<file path="src/rtl/core/jtag_tap_navigator_shifter_macros.svh">
// Assertion macros used by the TAP navigator top level.
// No dependencies; expects clk and rst_n in the scope of each use.
`ifndef JTAG_TAP_NAVIGATOR_SHIFTER_MACROS_SVH
`define JTAG_TAP_NAVIGATOR_SHIFTER_MACROS_SVH

// Same-cycle implication, checked outside reset.
`define JTN_ASSERT_NOW(label, ante, cons, msg) \
  label: assert property (@(posedge clk) disable iff (!rst_n) (ante) |-> (cons)) \
    else $error(msg);

// Next-cycle implication, checked outside reset.
`define JTN_ASSERT_NEXT(label, ante, cons, msg) \
  label: assert property (@(posedge clk) disable iff (!rst_n) (ante) |=> (cons)) \
    else $error(msg);

`endif

</file>
<file path="src/rtl/core/jtn_pkg.sv">
// Shared types, constants and functions of the TAP navigator.
// Holds TAP state codes, transition and path rules, and the microcode ROM.
`timescale 1ns / 1ps

package jtn_pkg;

  localparam int ResetOnes = 5;
  localparam int MaxPulses = 8;
  localparam int UpcW      = 4;
  localparam int CntW      = $clog2(MaxPulses);

  typedef enum logic [1:0] {
    OP_RESET = 2'd0,
    OP_GOTO  = 2'd1,
    OP_SHIFT = 2'd2,
    OP_IDLE  = 2'd3
  } op_t;

  typedef enum logic [3:0] {
    TAP_RESET  = 4'd0,
    TAP_IDLE   = 4'd1,
    TAP_SEL_DR = 4'd2,
    TAP_CAP_DR = 4'd3,
    TAP_SH_DR  = 4'd4,
    TAP_EX1_DR = 4'd5,
    TAP_PAU_DR = 4'd6,
    TAP_EX2_DR = 4'd7,
    TAP_UPD_DR = 4'd8,
    TAP_SEL_IR = 4'd9,
    TAP_CAP_IR = 4'd10,
    TAP_SH_IR  = 4'd11,
    TAP_EX1_IR = 4'd12,
    TAP_PAU_IR = 4'd13,
    TAP_EX2_IR = 4'd14,
    TAP_UPD_IR = 4'd15
  } tap_state_t;

  typedef enum logic [1:0] {
    TMS_ZERO = 2'd0,
    TMS_ONE  = 2'd1,
    TMS_LAST = 2'd2,
    TMS_PATH = 2'd3
  } tms_sel_t;

  typedef enum logic [1:0] {
    JMP_NEXT = 2'd0,
    JMP_LOOP = 2'd1,
    JMP_DONE = 2'd2
  } jmp_t;

  typedef struct packed {
    tms_sel_t tms_sel;
    logic     use_data;     // drive TDI and check fields from the request
    logic     emit_if_away; // emit only while not yet at the target
    jmp_t     jmp;
  } ctrl_t;

  typedef struct packed {
    logic emit;
    logic run_end;
  } seq_stat_t;

  typedef struct packed {
    logic slot_free;
    logic pos_at_tgt;
    logic nxt_at_tgt;
  } dp_stat_t;

  localparam logic [UpcW-1:0] AddrReset     = '0;
  localparam logic [UpcW-1:0] AddrResetLast = UpcW'(ResetOnes);
  localparam logic [UpcW-1:0] AddrGoto      = UpcW'(ResetOnes + 1);
  localparam logic [UpcW-1:0] AddrShift     = UpcW'(ResetOnes + 2);
  localparam logic [UpcW-1:0] AddrIdle      = UpcW'(ResetOnes + 3);

  function automatic logic [UpcW-1:0] entry_addr(op_t op);
    logic [UpcW-1:0] a;
    case (op)
      OP_RESET: a = AddrReset;
      OP_GOTO:  a = AddrGoto;
      OP_SHIFT: a = AddrShift;
      OP_IDLE:  a = AddrIdle;
      default:  a = AddrIdle;
    endcase
    return a;
  endfunction

  // Microcode ROM: one control word per step.
  function automatic ctrl_t ucode(logic [UpcW-1:0] upc);
    ctrl_t c;
    c = '{tms_sel: TMS_ZERO, use_data: 1'b0, emit_if_away: 1'b0, jmp: JMP_DONE};
    if (upc < AddrResetLast) begin
      c.tms_sel = TMS_ONE;
      c.jmp     = JMP_NEXT;
    end else if (upc == AddrGoto) begin
      c.tms_sel      = TMS_PATH;
      c.emit_if_away = 1'b1;
      c.jmp          = JMP_LOOP;
    end else if (upc == AddrShift) begin
      c.tms_sel  = TMS_LAST;
      c.use_data = 1'b1;
    end
    return c;
  endfunction

  function automatic tap_state_t tap_next(tap_state_t s, logic tms);
    tap_state_t n;
    case (s)
      TAP_RESET:  n = tms ? TAP_RESET  : TAP_IDLE;
      TAP_IDLE:   n = tms ? TAP_SEL_DR : TAP_IDLE;
      TAP_SEL_DR: n = tms ? TAP_SEL_IR : TAP_CAP_DR;
      TAP_CAP_DR: n = tms ? TAP_EX1_DR : TAP_SH_DR;
      TAP_SH_DR:  n = tms ? TAP_EX1_DR : TAP_SH_DR;
      TAP_EX1_DR: n = tms ? TAP_UPD_DR : TAP_PAU_DR;
      TAP_PAU_DR: n = tms ? TAP_EX2_DR : TAP_PAU_DR;
      TAP_EX2_DR: n = tms ? TAP_UPD_DR : TAP_SH_DR;
      TAP_UPD_DR: n = tms ? TAP_SEL_DR : TAP_IDLE;
      TAP_SEL_IR: n = tms ? TAP_RESET  : TAP_CAP_IR;
      TAP_CAP_IR: n = tms ? TAP_EX1_IR : TAP_SH_IR;
      TAP_SH_IR:  n = tms ? TAP_EX1_IR : TAP_SH_IR;
      TAP_EX1_IR: n = tms ? TAP_UPD_IR : TAP_PAU_IR;
      TAP_PAU_IR: n = tms ? TAP_EX2_IR : TAP_PAU_IR;
      TAP_EX2_IR: n = tms ? TAP_UPD_IR : TAP_SH_IR;
      TAP_UPD_IR: n = tms ? TAP_SEL_DR : TAP_IDLE;
      default:    n = TAP_RESET;
    endcase
    return n;
  endfunction

  // TMS level that moves one step along the fixed path towards tgt.
  function automatic logic path_tms(tap_state_t s, tap_state_t tgt);
    logic z;
    case (s)
      TAP_RESET:  z = 1'b1;
      TAP_SEL_DR: z = tgt inside {[TAP_CAP_DR:TAP_UPD_DR]};
      TAP_CAP_DR: z = (tgt == TAP_SH_DR);
      TAP_EX1_DR: z = tgt inside {TAP_PAU_DR, TAP_EX2_DR, TAP_SH_DR};
      TAP_EX2_DR: z = tgt inside {TAP_SH_DR, TAP_EX1_DR, TAP_PAU_DR};
      TAP_UPD_DR: z = (tgt == TAP_IDLE);
      TAP_SEL_IR: z = tgt inside {[TAP_CAP_IR:TAP_UPD_IR]};
      TAP_CAP_IR: z = (tgt == TAP_SH_IR);
      TAP_EX1_IR: z = tgt inside {TAP_PAU_IR, TAP_EX2_IR, TAP_SH_IR};
      TAP_EX2_IR: z = tgt inside {TAP_SH_IR, TAP_EX1_IR, TAP_PAU_IR};
      TAP_UPD_IR: z = (tgt == TAP_IDLE);
      default:    z = 1'b0;
    endcase
    return !z;
  endfunction

endpackage

</file>
<file path="src/rtl/core/jtn_seq.sv">
// Microcode sequencer: micro-PC, pulse counter and jump logic.
// Depends on jtn_pkg for the ROM, control word and status structs.
`timescale 1ns / 1ps

module jtn_seq (
  input  logic              clk,
  input  logic              rst_n,
  input  logic              start,
  input  jtn_pkg::op_t      start_op,
  input  jtn_pkg::dp_stat_t dp_stat,
  output jtn_pkg::ctrl_t    ctrl,
  output jtn_pkg::seq_stat_t seq_stat,
  output logic              busy,
  output logic              finish
);

  logic                      busy_r, busy_nxt;
  logic [jtn_pkg::UpcW-1:0]  upc_r, upc_nxt;
  logic [jtn_pkg::CntW-1:0]  cnt_r, cnt_nxt;
  logic                      step, emit, run_end;

  assign ctrl = jtn_pkg::ucode(upc_r);
  assign step = busy_r && dp_stat.slot_free;

  always_comb begin
    emit    = step && !(ctrl.emit_if_away && dp_stat.pos_at_tgt);
    run_end = 1'b0;
    case (ctrl.jmp)
      jtn_pkg::JMP_DONE: run_end = 1'b1;
      jtn_pkg::JMP_LOOP: run_end = dp_stat.nxt_at_tgt ||
                                   (cnt_r == jtn_pkg::CntW'(jtn_pkg::MaxPulses - 1));
      default:           run_end = 1'b0;
    endcase
    finish = step && (!emit || run_end);

    busy_nxt = busy_r;
    upc_nxt  = upc_r;
    cnt_nxt  = cnt_r;
    if (start) begin
      busy_nxt = 1'b1;
      upc_nxt  = jtn_pkg::entry_addr(start_op);
      cnt_nxt  = '0;
    end else if (finish) begin
      busy_nxt = 1'b0;
    end else if (step) begin
      cnt_nxt = cnt_r + 1'b1;
      if (ctrl.jmp == jtn_pkg::JMP_NEXT) begin
        upc_nxt = upc_r + 1'b1;
      end
    end
  end

  always_ff @(posedge clk) begin
    if (!rst_n) begin
      busy_r <= 1'b0;
      upc_r  <= '0;
      cnt_r  <= '0;
    end else begin
      busy_r <= busy_nxt;
      upc_r  <= upc_nxt;
      cnt_r  <= cnt_nxt;
    end
  end

  assign busy     = busy_r;
  assign seq_stat = '{emit: emit, run_end: run_end};

endmodule

</file>
<file path="src/rtl/core/jtn_dp.sv">
// Datapath: request latch, TAP position, config register and result register.
// Depends on jtn_pkg for TAP rules and control word types.
`timescale 1ns / 1ps

module jtn_dp (
  input  logic               clk,
  input  logic               rst_n,
  input  logic               start,
  input  logic [3:0]         in_target_state,
  input  logic               in_tdi_bit,
  input  logic               in_expected_tdo,
  input  logic               in_care_bit,
  input  logic               in_last_bit,
  input  logic               cfg_we,
  input  logic               cfg_check_enable,
  input  jtn_pkg::ctrl_t     ctrl,
  input  jtn_pkg::seq_stat_t seq_stat,
  output jtn_pkg::dp_stat_t  dp_stat,
  output logic [3:0]         tap_pos,
  input  logic               out_ready,
  output logic               out_valid,
  output logic               out_tms_out,
  output logic               out_tdi_out,
  output logic               out_check_flag,
  output logic               out_expect_out,
  output logic [3:0]         out_state_after,
  output logic               out_run_end
);

  jtn_pkg::tap_state_t tap_r, tap_nxt, tgt_r;
  logic tdi_r, exp_r, care_r, last_r, ce_r;
  logic out_valid_r, out_valid_nxt;
  logic tms_r, tdo_r, chk_r, expv_r, end_r;
  logic [3:0] st_r;
  logic tms, chk;

  always_comb begin
    case (ctrl.tms_sel)
      jtn_pkg::TMS_ONE:  tms = 1'b1;
      jtn_pkg::TMS_LAST: tms = last_r;
      jtn_pkg::TMS_PATH: tms = jtn_pkg::path_tms(tap_r, tgt_r);
      default:           tms = 1'b0;
    endcase
    tap_nxt = jtn_pkg::tap_next(tap_r, tms);
    chk     = ctrl.use_data && ce_r && care_r;
  end

  assign dp_stat = '{slot_free:  !out_valid_r || out_ready,
                     pos_at_tgt: (tap_r == tgt_r),
                     nxt_at_tgt: (tap_nxt == tgt_r)};

  assign out_valid_nxt = seq_stat.emit ? 1'b1 : (out_ready ? 1'b0 : out_valid_r);

  always_ff @(posedge clk) begin
    if (!rst_n) begin
      tap_r       <= jtn_pkg::TAP_RESET;
      ce_r        <= 1'b1;
      out_valid_r <= 1'b0;
    end else begin
      out_valid_r <= out_valid_nxt;
      if (seq_stat.emit) begin
        tap_r <= tap_nxt;
      end
      if (cfg_we) begin
        ce_r <= cfg_check_enable;
      end
    end
  end

  // Payload: latch request fields and result fields, no reset needed.
  always_ff @(posedge clk) begin
    if (start) begin
      tgt_r  <= jtn_pkg::tap_state_t'(in_target_state);
      tdi_r  <= in_tdi_bit;
      exp_r  <= in_expected_tdo;
      care_r <= in_care_bit;
      last_r <= in_last_bit;
    end
    if (seq_stat.emit) begin
      tms_r  <= tms;
      tdo_r  <= ctrl.use_data && tdi_r;
      chk_r  <= chk;
      expv_r <= chk && exp_r;
      st_r   <= tap_nxt;
      end_r  <= seq_stat.run_end;
    end
  end

  assign tap_pos         = tap_r;
  assign out_valid       = out_valid_r;
  assign out_tms_out     = tms_r;
  assign out_tdi_out     = tdo_r;
  assign out_check_flag  = chk_r;
  assign out_expect_out  = expv_r;
  assign out_state_after = st_r;
  assign out_run_end     = end_r;

endmodule

</file>
<file path="src/rtl/core/jtag_tap_navigator_shifter.sv">
// A taken request is latched; the sequencer then steps, registering each pulse as a result.
// Throughput: one TCK result per clock while running and the consumer keeps up;
// a request holds the block from its accept through one step per pulse, a goto already
// at the target spending one step with no pulse; a held result not yet taken stalls the next step.
// Synchronous active-low reset: TAP position test-logic-reset, checking on, sequencer idle.
// Depends on jtn_pkg, jtn_seq, jtn_dp and jtag_tap_navigator_shifter_macros.svh.
`timescale 1ns / 1ps
`include "jtag_tap_navigator_shifter_macros.svh"

module jtag_tap_navigator_shifter (
  input  logic       clk,
  input  logic       rst_n,
  // configuration write channel
  input  logic       cfg_valid,
  output logic       cfg_ready,
  input  logic       cfg_check_enable,
  // request channel
  input  logic       in_valid,
  output logic       in_ready,
  input  logic [1:0] in_operation,
  input  logic [3:0] in_target_state,
  input  logic       in_tdi_bit,
  input  logic       in_expected_tdo,
  input  logic       in_care_bit,
  input  logic       in_last_bit,
  // result channel
  output logic       out_valid,
  input  logic       out_ready,
  output logic       out_tms_out,
  output logic       out_tdi_out,
  output logic       out_check_flag,
  output logic       out_expect_out,
  output logic [3:0] out_state_after,
  output logic       out_run_end
);

  jtn_pkg::ctrl_t     ctrl;
  jtn_pkg::seq_stat_t seq_stat;
  jtn_pkg::dp_stat_t  dp_stat;
  logic               busy, finish, start;
  logic [3:0]         tap_pos;

  // The config register is a single flop; accept writes at any time.
  assign cfg_ready = 1'b1;

  // Take a new request only when the sequencer has run the last one out;
  // the result register lets the final result wait without holding this up.
  assign in_ready = !busy;
  assign start    = in_valid && in_ready;

  // Sequencer walks the microcode: reset runs five TMS-high steps then one
  // low, goto loops on one word until the target or the pulse limit,
  // shift and idle are single-step words.
  jtn_seq u_seq (
    .clk      (clk),
    .rst_n    (rst_n),
    .start    (start),
    .start_op (jtn_pkg::op_t'(in_operation)),
    .dp_stat  (dp_stat),
    .ctrl     (ctrl),
    .seq_stat (seq_stat),
    .busy     (busy),
    .finish   (finish)
  );

  // Datapath: advance the TAP position on each emitted pulse and hold the
  // pulse in the result register until the consumer takes it.
  jtn_dp u_dp (
    .clk              (clk),
    .rst_n            (rst_n),
    .start            (start),
    .in_target_state  (in_target_state),
    .in_tdi_bit       (in_tdi_bit),
    .in_expected_tdo  (in_expected_tdo),
    .in_care_bit      (in_care_bit),
    .in_last_bit      (in_last_bit),
    .cfg_we           (cfg_valid && cfg_ready),
    .cfg_check_enable (cfg_check_enable),
    .ctrl             (ctrl),
    .seq_stat         (seq_stat),
    .dp_stat          (dp_stat),
    .tap_pos          (tap_pos),
    .out_ready        (out_ready),
    .out_valid        (out_valid),
    .out_tms_out      (out_tms_out),
    .out_tdi_out      (out_tdi_out),
    .out_check_flag   (out_check_flag),
    .out_expect_out   (out_expect_out),
    .out_state_after  (out_state_after),
    .out_run_end      (out_run_end)
  );

  // A pending non-final pulse means the request is still in the sequencer.
  `JTN_ASSERT_NOW(a_mid_run_busy, out_valid && !out_run_end, busy,
                  "non-final result held while sequencer idle")
  // The tracked position always matches the last emitted pulse.
  `JTN_ASSERT_NOW(a_pos_tracks_out, out_valid, out_state_after == tap_pos,
                  "TAP position disagrees with held result")
  // A request ends only on its final pulse or on an empty goto.
  `JTN_ASSERT_NEXT(a_finish_clean, finish,
                   !busy && (out_run_end || !$past(seq_stat.emit)),
                   "request ended without a final pulse")

endmodule
</file>
<file path="config.mk">
export PLATFORM = sky130hd
export DESIGN_NAME = jtag_tap_navigator_shifter
export DESIGN_NICKNAME = d
export VERILOG_FILES = /design/src/rtl/core/jtn_pkg.sv /design/src/rtl/core/jtn_seq.sv /design/src/rtl/core/jtn_dp.sv /design/src/rtl/core/jtag_tap_navigator_shifter.sv
export VERILOG_INCLUDE_DIRS = /design/src /design/src/rtl/core
export SDC_FILE = /design/constraint.sdc
export NUM_CORES = 1
export LEC_CHECK = 0
export ABC_AREA = 1
export ABC_CLOCK_PERIOD_IN_PS = 2900
export CAP_MARGIN = 20
export CORE_MARGIN = 2
export CORE_UTILIZATION = 63
export CTS_CLUSTER_SIZE = 40
export DETAILED_ROUTE_END_ITERATION = 16
export DONT_BUFFER_PORTS = 1
export HOLD_SLACK_MARGIN = 0.12
export PLACE_DENSITY = 0.82
export SETUP_SLACK_MARGIN = 0.15
export SYNTH_ARGS = -nofsm -noshare
export SYNTH_HDL_FRONTEND = slang
export SYNTH_HIERARCHICAL = 1
export SYNTH_SLANG_ARGS = --single-unit
</file>
<file path="constraint.sdc">
create_clock -name clk -period 2.9 [get_ports clk]
set_clock_uncertainty 0.05 [all_clocks]
set_input_delay 0 -clock clk [delete_from_list [all_inputs] [get_ports clk]]
set_output_delay 0 -clock clk [all_outputs]
set_load 0.1 [all_outputs]
</file>
==> impl_metrics.yaml <==
finish:
  insertedDiodeCount: 0
  layout.nets: 329
  fin_util: 0.800
  drive_gt1_frac: 0.231
  multi_input_area_sq_um: 1090
  nFillCells: 205
  syn2layout_area_growth_pct: 19.9
  layout_commonest_cell: "nand2_1"
  regArea_sq_um: 800
  final_cell_mix: "nand2_1, inv_1, nor2_1, edfxtp_1"
routing:
  drt-wirelength-per-cell_um: 13.7
  routed_wl_um: 4810
  vias: 1947
  drc: 0
  postRouteAntennaNets: 0
  drtPass1Iterations: 5
  via_per_inst: 5.55
  drt_iter0_markers: 128
place:
  dp_hpwl_um: 3260
  gp_congestion: 1.10
  port_buffers: 0
min_path:
  min_from: "in_tdi_bit"
  hp-class: "input pin to flip-flop"
sta:
  final-setup-viol-count: 0
  tns_ns: 0
  max_freq_ghz: 0.380
  rsz0062_at_grt: "true"
  maxSlewViolCount: 0
  period_share: 0.909
  tightest_slew_ns: 0.909
  period_minus_slack_ns: 2.63
  hold_violations: 0
  slew_headroom: 0.395
synthesis:
  yosys_warnings: 6
  syn-num-nets: 299
  synth.avg_cell_area_sq_um: 7.44
  syn_area_sq_um: 2050
  netlist_instances: 276
power_and_ir_drop:
  leakage_nw: 1.13
  powerDensity_nw_per_um2: 526
  ir_drop_mv: 0.585
floorplan:
  die_y_um: 61.1
  coreArea_sq_um: 3080
  fp.dieW_um: 61.1
  ioPinCount: 28
  rows: 20
  die_area_sq_um: 3730
  start_util: 0.667
status:
  status: "complete, no violations"
clocking:
  root_buffer: "clkbuf_4"
  numClockSinks: 31
  cts_tree: "yes"
  clk_pin_slew_ns: 0.10
  insertion_delay_ns: 0.33
  cts_max_path_buffers: 2
  cts-htree-levels: 2
  cts_buffers: 5
global_route:
  antenna_found_initial: 0
  grt_pass1_wl_um: 7130
  grt_use_total: 0.263
  grt_max_degree: 15
  overflow: 0
  grt_pass1_vias: 1638
worst_setup_path:
  critPathRequiredTime_ns: 3.12
  worstSetupPathType: "flip-flop to flip-flop"
  crit_fanout: 8
  cp-start-kind: "flip-flop"
  cp.arrival_ns: 2.86
  crit_start: "u_dp/tgt_r[3]"
  r2r-start: "u_dp/tgt_r[3]"
  setup.worst_path.end_class: "flip-flop"
run:
  drv_cap: 0
-- power breakdown --
group	total, mW	switching (mW)	internal [mW]
Clock	0.355	0.151	0.204
Sequential	0.613	0.108	0.505
Combinational	0.325	0.205	0.120
Total	1.29	0.465	0.829
-- sequential cells by signal, indices dropped and copies added (netlist names), 3 cells and up --
register              cells
u_dp/out_state_after      4
u_dp/tap_pos              4
u_dp/tgt_r                4
u_seq/upc_r               4
u_seq/cnt_r               3
-- critical path, stage by stage, from the launching register on --
cell and delay [ns]:
edfxtp_1 0.51, inv_2 0.11, nor2_1 0.04, nand2_1 0.11
nor2_1 0.06, nor2_1 0.12, nand2_1 0.06, nor2_1 0.10
nand2_1 0.07, nand2_2 0.11, nand2_4 0.11, buf_12 0.15
nand2_4 0.05, nand3_4 0.08, xor2_2 0.15, nand2_1 0.07
nor2_2 0.04, nor2_2 0.08, nand3_2 0.10, nand2_4 0.10
nand3_4 0.09, nand2_2 0.07, nand2_2 0.05, a21oi_2 0.10
-- per-layer routing --
layer | vias up | GRT usage | wire length (um)
met5 | - | 0 | 0
met4 | 0 | 0.106 | 121
met3 | 17 | 0.0630 | 363
met2 | 106 | 0.442 | 2370
met1 | 874 | 0.324 | 1960
li1 | 950 | - | -
-- repair_timing --
item                                    CTS  global route
endpoints found under the setup margin    0             5
hold buffers                             16             0
endpoints found under the hold margin    30             0
buffers inserted                          0            10
gates resized for setup                   0            15
-- cell type report --
class / instances / share of cell area
clock buffers: 6 / 0.0208
multi-input cells: 197 / 0.444
inverters: 43 / 0.0656
flip-flops and latches: 31 / 0.325
repair buffers: 28 / 0.108
clock inverters: 2 / 0.0142
well taps: 44 / 0.0224
-- through the flow --
step                hold slack, ns  instances  power [mW]  worst slack, ns  area (sq um)
floorplan                   0.0489        276       0.843            0.444          2050
global placement            0.0489        317       0.886            0.275          2090
detailed placement          0.0489        317       0.890            0.187          2090
CTS                          0.222        341        1.26            0.163          2330
global route                 0.221        351        1.36           0.0875          2460
finish                       0.239        351        1.29            0.265          2460
-- path summary, 6_finish.rpt --
path	endpoint	slack, ns	depth (start not counted)
worst max-delay path	u_seq/busy	0.27	23
worst min-delay path	u_dp/tdi_r	0.24	1
worst max register to register	u_seq/busy	0.27	23
worst min register to register	u_seq/cnt_r[2]	0.43	2
No activity file was read; power rests on OpenSTA's default activity.
